`src/rtl/core/aabb_affine_transform_defines.svh`:
```
// assertion helpers for the box transform pipeline
`ifndef AABB_AFFINE_TRANSFORM_DEFINES_SVH
`define AABB_AFFINE_TRANSFORM_DEFINES_SVH

// same-cycle implication, disabled in reset
`define AAT_ASSERT_IMP(lbl, ante, cons, msg) \
  lbl: assert property (@(posedge clk_i) disable iff (!rst_ni) (ante) |-> (cons)) \
    else $error(msg);

// next-cycle implication, disabled in reset
`define AAT_ASSERT_NXT(lbl, ante, cons, msg) \
  lbl: assert property (@(posedge clk_i) disable iff (!rst_ni) (ante) |=> (cons)) \
    else $error(msg);

`endif

```
`src/rtl/core/aat_pkg.sv`:
```
package aat_pkg;

  localparam int unsigned COORD_W   = 24;
  localparam int unsigned COEF_W    = 16;
  localparam int unsigned COEF_FRAC = 8;
  localparam int unsigned AXES      = 3;
  localparam int unsigned ROW_W     = AXES * COEF_W;
  localparam int unsigned PROD_W    = COORD_W + COEF_W;
  localparam int unsigned TERM_W    = PROD_W - COEF_FRAC;
  localparam int unsigned SUM_W     = TERM_W + 2;
  localparam int unsigned LATENCY   = 4;

  typedef logic signed [COORD_W-1:0] coord_t;
  typedef logic signed [COEF_W-1:0]  coef_t;
  typedef logic        [ROW_W-1:0]   row_t;

  localparam coord_t COORD_MAX = coord_t'({1'b0, {(COORD_W-1){1'b1}}});
  localparam coord_t COORD_MIN = coord_t'({1'b1, {(COORD_W-1){1'b0}}});

  typedef struct packed {
    coord_t box_min_x;
    coord_t box_min_y;
    coord_t box_min_z;
    coord_t box_max_x;
    coord_t box_max_y;
    coord_t box_max_z;
    row_t   lin_row_x;
    row_t   lin_row_y;
    row_t   lin_row_z;
    coord_t shift_x;
    coord_t shift_y;
    coord_t shift_z;
  } aabb_in_t;

  typedef struct packed {
    coord_t out_min_x;
    coord_t out_min_y;
    coord_t out_min_z;
    coord_t out_max_x;
    coord_t out_max_y;
    coord_t out_max_z;
  } aabb_out_t;

  typedef struct packed {
    logic [AXES-1:0][AXES-1:0][PROD_W-1:0] p_lo;
    logic [AXES-1:0][AXES-1:0][PROD_W-1:0] p_hi;
    logic [AXES-1:0][COORD_W-1:0]          shift;
  } prod_stage_t;

  typedef struct packed {
    logic [AXES-1:0][AXES-1:0][TERM_W-1:0] t_min;
    logic [AXES-1:0][AXES-1:0][TERM_W-1:0] t_max;
    logic [AXES-1:0][COORD_W-1:0]          shift;
  } term_stage_t;

endpackage

```
`src/rtl/core/aat_minmax.sv`:
```
module aat_minmax import aat_pkg::*; (
  input  logic        clk_i,
  input  logic        rst_ni,
  input  logic        valid_i,
  input  prod_stage_t prod_i,
  output logic        valid_o,
  output term_stage_t stage_o
);

  term_stage_t stage_d;
  term_stage_t stage_q;
  logic        valid_q;

  // arithmetic shift right drops the coefficient fraction bits
  for (genvar r = 0; r < AXES; r++) begin : g_row
    assign stage_d.shift[r] = prod_i.shift[r];
    for (genvar k = 0; k < AXES; k++) begin : g_col
      logic signed [TERM_W-1:0] p;
      logic signed [TERM_W-1:0] q;
      logic                     p_lt;
      assign p    = prod_i.p_lo[r][k][PROD_W-1:COEF_FRAC];
      assign q    = prod_i.p_hi[r][k][PROD_W-1:COEF_FRAC];
      assign p_lt = p < q;
      assign stage_d.t_min[r][k] = p_lt ? p : q;
      assign stage_d.t_max[r][k] = p_lt ? q : p;
    end
  end

  always_ff @(posedge clk_i or negedge rst_ni) begin
    if (!rst_ni) begin
      valid_q <= 1'b0;
    end else begin
      valid_q <= valid_i;
    end
  end

  always_ff @(posedge clk_i) begin
    if (valid_i) begin
      stage_q <= stage_d;
    end
  end

  assign valid_o = valid_q;
  assign stage_o = stage_q;

endmodule

```
`config.mk`:
```
export PLATFORM = sky130hd
export DESIGN_NAME = aat_minmax
export DESIGN_NICKNAME = d
export VERILOG_FILES = /design/src/rtl/core/aabb_affine_transform_defines.svh /design/src/rtl/core/aat_pkg.sv /design/src/rtl/core/aat_minmax.sv
export SDC_FILE = /design/constraint.sdc
export NUM_CORES = 1
export LEC_CHECK = 0
export BUFFER_PORTS_ARGS = -buffer_cell sky130_fd_sc_hd__buf_2
export CORE_AREA = 2 2 561 563
export DETAILED_ROUTE_END_ITERATION = 10
export DIE_AREA = 0 0 563 565
export GPL_ROUTABILITY_DRIVEN = 0
export MAX_ROUTING_LAYER = met4
export PLACE_DENSITY_LB_ADDON = 0.25
export SLEW_MARGIN = 25
export SYNTH_ARGS = -nofsm -noshare
export SYNTH_HDL_FRONTEND = slang
export SYNTH_SLANG_ARGS = --single-unit
```
`constraint.sdc`:
```
create_clock -name clk_i -period 0.8 [get_ports clk_i]
set_clock_uncertainty 0.15 [all_clocks]
set_input_delay 0.12 -clock clk_i [delete_from_list [all_inputs] [get_ports clk_i]]
set_output_delay 0.12 -clock clk_i [all_outputs]
set_load 0.02 [all_outputs]
```
---- After elaboration in Yosys (flattened, before gate mapping) ----
Cells that the tools add are included.
W data, S select, Z words.
storage, ports and cells
  output and inout port bits .............. 649
  word-level logic and storage cells ...... 49
  memories ................................ 0
  bits in latches ......................... 0
  bits in registers ....................... 649
  bits in writable memories ............... 0
  memory bits (read-only) ................. 0
operators by class
  muxes and demuxes ....................... 18
  order comparisons ....................... 9
  divide/modulo/power cells ............... 0
  reduce and logical (&&, ||, !) cells .... 0
  add/sub/neg operators ................... 0
  bitwise logic cells ..................... 0
  eq/ne operators ......................... 0
  shift-type cells ........................ 0
  multiply operators ...................... 0
operators by type and width
  cell            number
  $mux W32        18
  $lt A32 B32 Y1  9

---- Depth between registers and ports, before layout ----
  word-level depth ........................ 2
  depth in mapped cells ................... 11

---- Worst setup path after synthesis ----
Ideal clock, no wire load.
  path kind ............................... input port to flip-flop
  from .................................... input prod_i[145] (netlist bit)
  to ...................................... register stage_q, in the netlist stage_o[115] (data pin)
  path slack .............................. -2061 ps
  stages .................................. 10
  path buffers ............................ 1
  arrival ................................. 2451 ps
  cell sequence ........................... inv_1 > ha_1 > a21o_1 > a221o_1 > a221oi_1 > o21ai_1 > a21oi_2 > xnor2_1 > clkbuf_1 > mux2_2
RTL lines
  item                  RTL line          source
  start, declared       aat_minmax.sv:5   input prod_stage_t prod_i,
  end signal, assigned  aat_minmax.sv:39  stage_q <= stage_d;
  end, declared         aat_minmax.sv:11  term_stage_t stage_q;

==> metrics.md <==
| Metric | Value |
|---|---|
| IO Count | 1444 |
| Die area | 318100 um2 |
| DP Worst Slack | -2.571 ns |
| Met1 usage | 14.42% |
| Max_slew headroom | 45.49% |
| CTS Buf Count | 95 |
| # DRC | 0 |
| H-tree depth | 3 |
| Max cap viols | 0 |
| Hold Fails Final Rpt | 385 |
| Die X-Extent | 563 um |
| CP max stage cell | or3_4 |
| Pre-Repair DR Iteration Count | 5 |
| Met2 Use GR | 22.17% |
| VDD IR max | 0.001250 V |
| Initial antenna violation count | 84 |
| Synth area leader | edfxtp_1 |
| Unrepaired setup endpoints after global routing | true |
| CP Launch Type | input port |
| Syn nets | 3363 |
| CP Launch Point | prod_i[250] |
| #FFs+latches synth | 649 |
| Design Power | 138.7 mW |
| Via count | 31070 |
| Worst Path Arrival | 2.73 ns |
| Mapped Avg Cell Area | 14.58 um2 |
| Top post-synthesis cells by area | edfxtp_1 58%, mux2_2 18%, ha_1 10% |
| WP buf/inv | 5 |
| Cell Area, Placed | 53860 um2 |
| Worst EP required | 1.17 ns |
| Final Max Slew Viols | 0 |
| Achievable clock frequency | 423.3 MHz |
| Detail Route Antenna Nets | 0 |
| Rows | 205 |
| Slowest stage delay, CP | 0.44 ns |
| WL/cell | 23.89 um |
| Die span in y | 565 um |
| Synth Warn # | 0 |
| Most frequent cells in the layout | 929 x buf_2, 658 x dlygate4sd3_1, 648 x edfxtp_1 |
| Area Growth Syn to Fin | 104.6% |
| Synth Area in XOR/XNOR | 0.2399% |
| Post-synthesis simple-gate area fraction | 3.385% |
| Synth Area in Adders | 10.46% |
| Post-route cell area | 68310 um2 |
| Hold WS | -0.2981 ns |
| Pleak | 29.92 nW |
| Nets@finish | 6109 |
| CP Capture Point | stage_o[211] |
| Multiplexer share of the synthesized area | 19.31% |
| Pin count of the biggest net entering global routing | 43 |
| Worst-margin pin slew | 0.8075 ns |
| Grt peak-use layer | met2 |
| Worst path depth | 13 |
| Cells after Synth | 2289 |
| Setup_tns | -1314.95 ns |
| Routed WL | 222000 um |
| Grt total ovfl | 0 |
| CTS root buf | clkbuf_16 |
| Clk sinks | 649 |
| Input/output buffers | 1299 |
| Largest family of logic cells by synthesized area | multiplexers |
| First-pass GRT wire length | 289000 um |
| Vias in the first global route | 33230 |
| # setup viols final | 1291 |
| EDFF count, synth | 648 |
| Synthesized area | 33380 um2 |
| Most common cell after layout, fill and taps aside | buf_2 |
| Compound-Gate Fraction of Synth Area | 4.014% |
| Library cells used by synthesis | 43 |
| HP Class | input port to register |
| Critical path cell sequence | buf_8, inv_4, ha_4, nand4_1, or3_4, or4_4, a31oi_4, nor3_4, xnor2_4, buf_4, buf_6, buf_12, mux2_4 |
| Crit path time final | 2.362 ns |
| Top delay family on crit path | simple AND/OR/NAND/NOR gates |
| Crit Path Max Fanout | 7 |
| Iter 0 DRT Violations | 1605 |
| Tcrit/Tclk final | 295.3% |
| TritonCTS clock tree | yes |
| Status | complete, but fails checks |
| Max Root-Sink Buffers | 4 |
| Crit Path Category | input port to register |
| Pwr Density | 2030 nW/um2 |
| Core area | 311400 um2 |
| Post-DP HPWL | 178500 um |
| Failing checks | negative hold slack, negative setup slack |
| Initial Util | 10.72% |
| Vias per cell | 3.342 |
| Crit. End Element | register |
| Synth top area share | 58.29% |
| Layout cells sized above 1 | 58.01% |
| Async set-reset flop share out of synthesis | 0.1541% |
| Reg clk slew, reported paths | 0.06 ns |
| Synth Flop Type | edfxtp_1 |
| Sequential area share after synthesis | 58.37% |
| Setup ws final | -1.562 ns |
| Overall global routing resource usage | 13.73% |
| Met3 Track Usage GR | 6.942% |
-- per-stage QoR --
step / util (%) / std cells
5_1_grt: 21.94 / 9293
2_1_floorplan: - / 2289
3_3_place_gp: 17.30 / 8319
4_1_cts: 21.59 / 9258
6_report: 21.94 / 9296
3_5_place_dp: 17.30 / 8319
-- report_power, final --
part,internal (mW),leakage (nW),switching [mW]
registers,43.2,6.35,2.93
clock network,24.4,1.44,17.5
logic,26.9,22.1,23.8
total,94.4,29.9,44.2
-- flip-flops by register name, indices dropped and copies added, names as in the netlist --
signal / count
valid_o: 1
stage_o: 648
-- synthesized netlist by cell type (7+ instances only) --
| library cell | instances |
|---|---|
| edfxtp_1 | 648 |
| nor2_1 | 45 |
| and4_1 | 20 |
| ha_1 | 279 |
| mux2_1 | 25 |
| a21oi_1 | 73 |
| mux2_4 | 10 |
| mux2_2 | 534 |
| inv_1 | 283 |
| nand3_1 | 25 |
| o21ai_0 | 54 |
| nand4_1 | 27 |
| buf_2 | 36 |
| a221o_1 | 7 |
| clkbuf_1 | 7 |
| a21o_1 | 12 |
| buf_6 | 12 |
| a211oi_1 | 21 |
| a221oi_1 | 21 |
| nand2_1 | 89 |
-- worst min path at each step --
stage               depth (start not counted)           end        start  slack, ns
floorplan                                   0       valid_o       rst_ni      -0.33
finish                                      2   stage_o[45]      valid_i      -0.30
global placement                            1       valid_o       rst_ni      -0.25
global route                                2   stage_o[45]      valid_i      -0.36
CTS                                         2  stage_o[450]  prod_i[546]      -0.57
detailed placement                          1       valid_o       rst_ni      -0.25
-- per-layer routing --
layer / vias to the layer above / part of all wire, % / routed length, um
met5: - / 0 / 0
met4: 0 / 3.6 / 8097
met3: 295 / 12 / 26530
met2: 1296 / 47 / 103400
met1: 15240 / 38 / 84040
li1: 14240 / - / -
-- repair_timing --
action,CTS,global route
resized for setup,461,548
setup buffers,75,23
hold buffers,657,1
setup endpoints to repair,1225,1291
endpoints found under the hold margin,1298,646
pin swaps,83,56
gates cloned,48,4
-- logic make-up after synthesis --
| kind of cell | Yosys count |
|---|---|
| flip-flops | 649 |
| AO/OA/AOI/OAI | 215 |
| buffers and inverters | 339 |
| XOR/XNOR | 7 |
| adder cells (fa/ha/maj) | 279 |
| AND/OR/NAND/NOR | 231 |
| multiplexers | 569 |
-- final cells by class --
class                   instances  area, um2
repair buffers               2705      23870
fillers                     33590     243100
clock buffers                 117       2460
flip-flops and latches        649      19480
diodes                         53      132.6
well taps                    4140       5180
clock inverters                48      510.5
multi-input cells            1301      15510
inverters                     283       1162
No activity file was read; power rests on OpenSTA's default activity.
