**config.mk**
```make
export PLATFORM = sky130hd
export DESIGN_NAME = aat_sum
export DESIGN_NICKNAME = d
export VERILOG_FILES = /design/src/rtl/core/aabb_affine_transform_defines.svh /design/src/rtl/core/aat_pkg.sv /design/src/rtl/core/aat_sum.sv
export SDC_FILE = /design/constraint.sdc
export NUM_CORES = 1
export LEC_CHECK = 0
export BUFFER_PORTS_ARGS = -buffer_cell sky130_fd_sc_hd__buf_2
export CAP_MARGIN = 20
export CORE_MARGIN = 8
export CORE_UTILIZATION = 35
export DETAILED_ROUTE_END_ITERATION = 7
export PLACE_DENSITY = 0.64
export SKIP_LAST_GASP = 1
export SLEW_MARGIN = 30
export SYNTH_ARGS = -nofsm -noshare
export SYNTH_HDL_FRONTEND = slang
export SYNTH_SLANG_ARGS = --single-unit
```
**constraint.sdc**
```tcl
create_clock -name clk_i -period 3.8 [get_ports clk_i]
set_input_delay 0.38 -clock clk_i [delete_from_list [all_inputs] [get_ports clk_i]]
set_output_delay 0.38 -clock clk_i [all_outputs]
set_load 0.005 [all_outputs]
```
**src/rtl/core/aabb_affine_transform_defines.svh**
```systemverilog
// assertion helpers for the box transform pipeline
`ifndef AABB_AFFINE_TRANSFORM_DEFINES_SVH
`define AABB_AFFINE_TRANSFORM_DEFINES_SVH

// same-cycle implication, disabled in reset
`define AAT_ASSERT_IMP(lbl, ante, cons, msg) \
  lbl: assert property (@(posedge clk_i) disable iff (!rst_ni) (ante) |-> (cons)) \
    else $error(msg);

// next-cycle implication, disabled in reset
`define AAT_ASSERT_NXT(lbl, ante, cons, msg) \
  lbl: assert property (@(posedge clk_i) disable iff (!rst_ni) (ante) |=> (cons)) \
    else $error(msg);

`endif

```
**src/rtl/core/aat_pkg.sv**
```systemverilog
package aat_pkg;

  localparam int unsigned COORD_W   = 24;
  localparam int unsigned COEF_W    = 16;
  localparam int unsigned COEF_FRAC = 8;
  localparam int unsigned AXES      = 3;
  localparam int unsigned ROW_W     = AXES * COEF_W;
  localparam int unsigned PROD_W    = COORD_W + COEF_W;
  localparam int unsigned TERM_W    = PROD_W - COEF_FRAC;
  localparam int unsigned SUM_W     = TERM_W + 2;
  localparam int unsigned LATENCY   = 4;

  typedef logic signed [COORD_W-1:0] coord_t;
  typedef logic signed [COEF_W-1:0]  coef_t;
  typedef logic        [ROW_W-1:0]   row_t;

  localparam coord_t COORD_MAX = coord_t'({1'b0, {(COORD_W-1){1'b1}}});
  localparam coord_t COORD_MIN = coord_t'({1'b1, {(COORD_W-1){1'b0}}});

  typedef struct packed {
    coord_t box_min_x;
    coord_t box_min_y;
    coord_t box_min_z;
    coord_t box_max_x;
    coord_t box_max_y;
    coord_t box_max_z;
    row_t   lin_row_x;
    row_t   lin_row_y;
    row_t   lin_row_z;
    coord_t shift_x;
    coord_t shift_y;
    coord_t shift_z;
  } aabb_in_t;

  typedef struct packed {
    coord_t out_min_x;
    coord_t out_min_y;
    coord_t out_min_z;
    coord_t out_max_x;
    coord_t out_max_y;
    coord_t out_max_z;
  } aabb_out_t;

  typedef struct packed {
    logic [AXES-1:0][AXES-1:0][PROD_W-1:0] p_lo;
    logic [AXES-1:0][AXES-1:0][PROD_W-1:0] p_hi;
    logic [AXES-1:0][COORD_W-1:0]          shift;
  } prod_stage_t;

  typedef struct packed {
    logic [AXES-1:0][AXES-1:0][TERM_W-1:0] t_min;
    logic [AXES-1:0][AXES-1:0][TERM_W-1:0] t_max;
    logic [AXES-1:0][COORD_W-1:0]          shift;
  } term_stage_t;

endpackage

```
**src/rtl/core/aat_sum.sv**
```systemverilog
module aat_sum import aat_pkg::*; (
  input  logic        clk_i,
  input  logic        rst_ni,
  input  logic        valid_i,
  input  term_stage_t term_i,
  output logic        valid_o,
  output aabb_out_t   box_o
);

  logic [AXES-1:0][SUM_W-1:0] s_min_d;
  logic [AXES-1:0][SUM_W-1:0] s_max_d;
  logic [AXES-1:0][SUM_W-1:0] s_min_q;
  logic [AXES-1:0][SUM_W-1:0] s_max_q;
  logic                       sum_valid_q;
  coord_t                     c_min [AXES];
  coord_t                     c_max [AXES];
  aabb_out_t                  box_d;
  aabb_out_t                  box_q;
  logic                       out_valid_q;

  function automatic coord_t sat(input logic signed [SUM_W-1:0] v);
    logic signed [SUM_W-1:0] hi;
    logic signed [SUM_W-1:0] lo;
    coord_t                  res;
    hi = SUM_W'(COORD_MAX);
    lo = SUM_W'(COORD_MIN);
    if (v > hi) begin
      res = COORD_MAX;
    end else if (v < lo) begin
      res = COORD_MIN;
    end else begin
      res = coord_t'(v[COORD_W-1:0]);
    end
    return res;
  endfunction

  for (genvar r = 0; r < AXES; r++) begin : g_row
    logic signed [COORD_W-1:0] sh;
    logic signed [TERM_W-1:0]  m0, m1, m2, x0, x1, x2;
    assign sh = term_i.shift[r];
    assign m0 = term_i.t_min[r][0];
    assign m1 = term_i.t_min[r][1];
    assign m2 = term_i.t_min[r][2];
    assign x0 = term_i.t_max[r][0];
    assign x1 = term_i.t_max[r][1];
    assign x2 = term_i.t_max[r][2];
    assign s_min_d[r] = SUM_W'(sh) + SUM_W'(m0) + SUM_W'(m1) + SUM_W'(m2);
    assign s_max_d[r] = SUM_W'(sh) + SUM_W'(x0) + SUM_W'(x1) + SUM_W'(x2);
    assign c_min[r]   = sat(s_min_q[r]);
    assign c_max[r]   = sat(s_max_q[r]);
  end

  assign box_d.out_min_x = c_min[0];
  assign box_d.out_min_y = c_min[1];
  assign box_d.out_min_z = c_min[2];
  assign box_d.out_max_x = c_max[0];
  assign box_d.out_max_y = c_max[1];
  assign box_d.out_max_z = c_max[2];

  always_ff @(posedge clk_i or negedge rst_ni) begin
    if (!rst_ni) begin
      sum_valid_q <= 1'b0;
      out_valid_q <= 1'b0;
    end else begin
      sum_valid_q <= valid_i;
      out_valid_q <= sum_valid_q;
    end
  end

  always_ff @(posedge clk_i) begin
    if (valid_i) begin
      s_min_q <= s_min_d;
      s_max_q <= s_max_d;
    end
    if (sum_valid_q) begin
      box_q <= box_d;
    end
  end

  assign valid_o = out_valid_q;
  assign box_o   = box_q;

endmodule
```
After elaboration in Yosys (flattened, before gate mapping) --
Index checks and enable logic that the tools add are counted.
Word-level totals: bits in registers 350, input port bits 651, output and inout bits 145
Operators by class: add/sub/neg operators 18, $lt $le $gt $ge 12, mux-type cells 6
Operators with widths (number):
- $add A33 B32 Y34 | 6
- $add A34 B32 Y34 | 6
- $gt A34 B24 Y1 const B | 6
- $lt A34 B24 Y1 const B | 6
- $add A24 B32 Y33 | 6
- $mux W24 | 6

Logic depth before layout (Yosys ltp) --
depth in word-level cells 3, mapped depth 17

Worst setup path before layout --
OpenSTA, ideal clock, no wires.
path kind input-to-reg, start in term_i[49] in the netlist's numbering, end reg s_max_q[89] in the netlist's numbering (data pin), arrival time 3.980 ns, data required time 3.540 ns, slack -0.440 ns, cell stages on the path 16, buffers on the path 0, cell sequence inv_1 -> fa_1 -> inv_1 -> fa_1 -> ha_1 -> fa_1 -> a21o_1 -> a21oi_1 -> o21ai_0 -> a31oi_1 -> o21ai_0 -> a31oi_1 -> o21a_1 -> o21bai_1 -> a221o_1 -> xor2_1
RTL lines:
- start: declaration | line aat_sum.sv:5 | input term_stage_t term_i,
- end signal: assignment | line aat_sum.sv:73 | s_max_q <= s_max_d;
- end: declaration | line aat_sum.sv:13 | logic [AXES-1:0][SUM_W-1:0] s_max_q;

==> qor.yml <==
status:
  status: "complete, but fails checks"
  violations: "negative setup slack"
drt:
  route.detailed.drc: 0
  route.met3.wl_microns: 5019
  drt_iter0_drc: 1187
  postRouteAntennaNets: 0
  top_layer: "met5"
  routed_wl_microns: 101000
  vias: 25630
  viasPerCell: 4.572
  avgRoutedWirePerCell_microns: 18.02
  wl_met1_microns: 41990
  dr_wl_met2_microns: 50980
  drt-pass1-iter-count: 5
floorplan:
  die_height_microns: 321.1
  die_area_sq_um: 103100
  start_util_pct: 35.11
  row_count: 112
  coreArea_sq_um: 92770
  num_io_pins: 796
  die_x_microns: 321.1
setup_path:
  crit_type: "in -> reg"
  critical_path.top_delay_family: "compound AO/OA/AOI/OAI gates"
  crit_fanout: 4
  cp.required_ns: 4.09
  path_cells: "buf_8, inv_12, fa_1, inv_2, fa_1, ha_2, fa_2, a21o_1, a21oi_4, o31ai_4, a221oi_2, buf_4, nor4b_2, o31a_1, o211a_4, o21ai_2, a32oi_1, xnor2_1"
  cp_slowest_stage_delay_ns: 0.56
  cp_common_cell: "fa_1"
  cp-start-kind: "primary input"
  crit_arrival_ns: 4.10
  critPathBufInv: 4
  cpMaxStageDelayCell: "fa_1"
  cp-end-kind: "flop"
yosys:
  synth_mux_area_share_pct: 0
  synth_async_sr_flop_share_pct: 0.5714
  synth.ff_latch_count: 350
  synth-simple-area-share_pct: 5.312
  synthXorXnorAreaFrac_pct: 4.974
  ys_types: 67
  syn-num-nets: 4401
  synth_compound_area_share_pct: 14.30
  synth_edf_count: 348
  synth_top_family_by_area: "adder cells"
  ys.flop_type: "edfxtp_1"
  ys_seq_area_share_pct: 32.23
  ys.warnings.count: 0
  syn_area_sq_um: 32570
  synth_fa_ha_area_share_pct: 31.57
  postSynthCellCount: 3162
  avgSynthCellArea_sq_um: 10.30
sta:
  setup_violations: 1
  max_freq_mhz: 262.3
  worst_slew_pin_slew_ns: 0.9519
  hold_violations: 0
  maxSlewHeadroom_pct: 36.54
  grt_setup_unrepaired: "yes"
  period_needed_ns: 3.812
  skew_ns: 0.01505
  whs_ns: 0.1371
  slew_viol_final: 0
  period_share_pct: 100.3
  setup_ws_ns: -0.01237
grt:
  grt_overflow_total: 0
  grt_pass1_vias: 27150
  grt_first_pass_wirelength_microns: 152700
  grt_max_degree: 103
  grt_use_total_pct: 19.05
  antenna_found_initial: 7
min_path:
  min-delay-path-class: "in -> reg"
job:
  maxCapViolations: 0
clocking:
  cts.sinks: 350
  clk_pin_slew_ns: 0.06
  cts.htree.levels: 2
  cts_root_buffer: "clkbuf_16"
  cts_tree: "yes"
  worstSkewPairLatency_ns: 0.55
  clock_path_buffers: 3
  numCtsBuffers: 44
place:
  gp_congestion: 0.9312
  hpwl_microns: 88180
  portBuffers: 795
  pre_cts_ws_ns: -0.8385
  place_area_sq_um: 40960
cells_and_area:
  final_cell_mix: "inv_1, buf_2, fa_1"
  fin_area_sq_um: 42960
  layout.nets: 5557
  layout_commonest_cell: "inv_1"
  drive_above_1_share_pct: 31.44
  syn_to_final_growth_pct: 31.88
  fill_cells: 8952
pwr:
  leakage_uw: 0.02243
  p_comb_share_pct: 55.3
  p_seq_share_pct: 28.7
  p_sw_share_pct: 37.66
  max-vdd-ir-drop_uv: 288.1
  net-switching-power_uw: 9809
  clockPowerShare_pct: 16.0
  internal_power_uw: 16240
  pwr_density_cell_nw_per_um2: 606.3
[Yosys cell counts, types with 5 or more instances]
library cell / n / share of area, %
nand3_1: 31 / 0.48
o2111ai_1: 5 / 0.13
o21ai_0: 77 / 1.2
or3_1: 7 / 0.13
nor2b_1: 29 / 0.56
nor4_1: 13 / 0.25
inv_1: 960 / 11
o21bai_1: 30 / 0.69
and4_1: 7 / 0.19
clkbuf_1: 47 / 0.54
xnor2_1: 123 / 3.3
nand2_1: 82 / 0.94
and3_1: 19 / 0.36
xor2_1: 62 / 1.7
a21o_1: 265 / 6.1
a211oi_1: 10 / 0.23
nor2_1: 72 / 0.83
nand2b_1: 23 / 0.44
ha_1: 198 / 7.6
o21a_1: 21 / 0.48
nand4_1: 24 / 0.46
o31ai_1: 18 / 0.41
edfxtp_1: 348 / 32
nand3b_1: 5 / 0.12
a21oi_1: 167 / 2.6
a21boi_0: 5 / 0.12
and2_1: 8 / 0.15
nor3_1: 16 / 0.25
a31oi_1: 24 / 0.46
fa_1: 390 / 24
[path summary, 6_finish.rpt]
path                             start     endpoint  slack [ns]  depth (start not counted)
min in group asynchronous       rst_ni  sum_valid_q        0.16                          2
min reg2reg                 s_max_q[4]    box_o[52]        0.51                          1
max reg2reg                sum_valid_q   box_o[134]        1.96                          1
min                        term_i[328]  s_max_q[68]        0.14                          2
max in group asynchronous       rst_ni  sum_valid_q        3.53                          2
max                         term_i[25]  s_max_q[67]       -0.01                         18
[per-stage QoR]
stage	setup TNS, ns	total power [uW]	std cells	util (%)
3_5_place_dp	-40.24	21620	5509	44.15
5_1_grt	-0.3631	28070	5605	46.30
4_1_cts	-0.04907	26070	5593	45.87
2_1_floorplan	-1.616	15730	3162	-
3_3_place_gp	-38.44	21380	5505	44.10
6_report	-0.01237	26050	5607	46.31
[layout make-up]
type / instances / area (sq um) / area share, %
Antenna cell: 2 / 5.005 / 0.01165
Clock buffer: 54 / 1160 / 2.700
Clock inverter: 25 / 271.5 / 0.6320
Inverter: 960 / 3645 / 8.484
Multi-Input combinational cell: 1805 / 18980 / 44.18
Sequential cell: 350 / 10500 / 24.45
Tap cell: 1254 / 1569 / 3.652
Timing Repair Buffer: 1157 / 6828 / 15.89
[logic make-up (layout without fill, tap and decap cells)]
family                   Yosys count  in the layout
buffers and inverters           1007           2196
AO/OA/AOI/OAI                    689            689
flip-flops                       350            350
adder cells (fa/ha/maj)          588            588
XOR/XNOR                         185            185
AND/OR/NAND/NOR                  343            343
other                              0              2
[timing repair]
action,CTS,global route
endpoints found under the hold margin,2,0
pin swaps,9,70
gates cloned,0,0
gates resized for setup,19,89
buffers inserted,4,11
hold buffers,1,0
setup endpoints to repair,19,49
[power groups by stage]
stage	combinational [uW]	sequential (uW)	clock [uW]
CTS	14300	7500	4300
global route	16000	7660	4430
floorplan	8320	7410	0
finish	14400	7480	4160
global placement	13900	7520	0
detailed placement	14100	7560	0
[layer usage]
metal / track usage, % / vias to the layer above
met1: 23.83 / 12370
met4: 5.237 / 4
li1: - / 12480
met3: 3.085 / 129
met5: 0 / -
met2: 33.93 / 645
[sequential cells by signal (all words and copies together), names as in the netlist]
register,cells
box_o,144
s_min_q,102
s_max_q,102
valid_o,1
sum_valid_q,1
No activity file was read; power rests on OpenSTA's default activity.
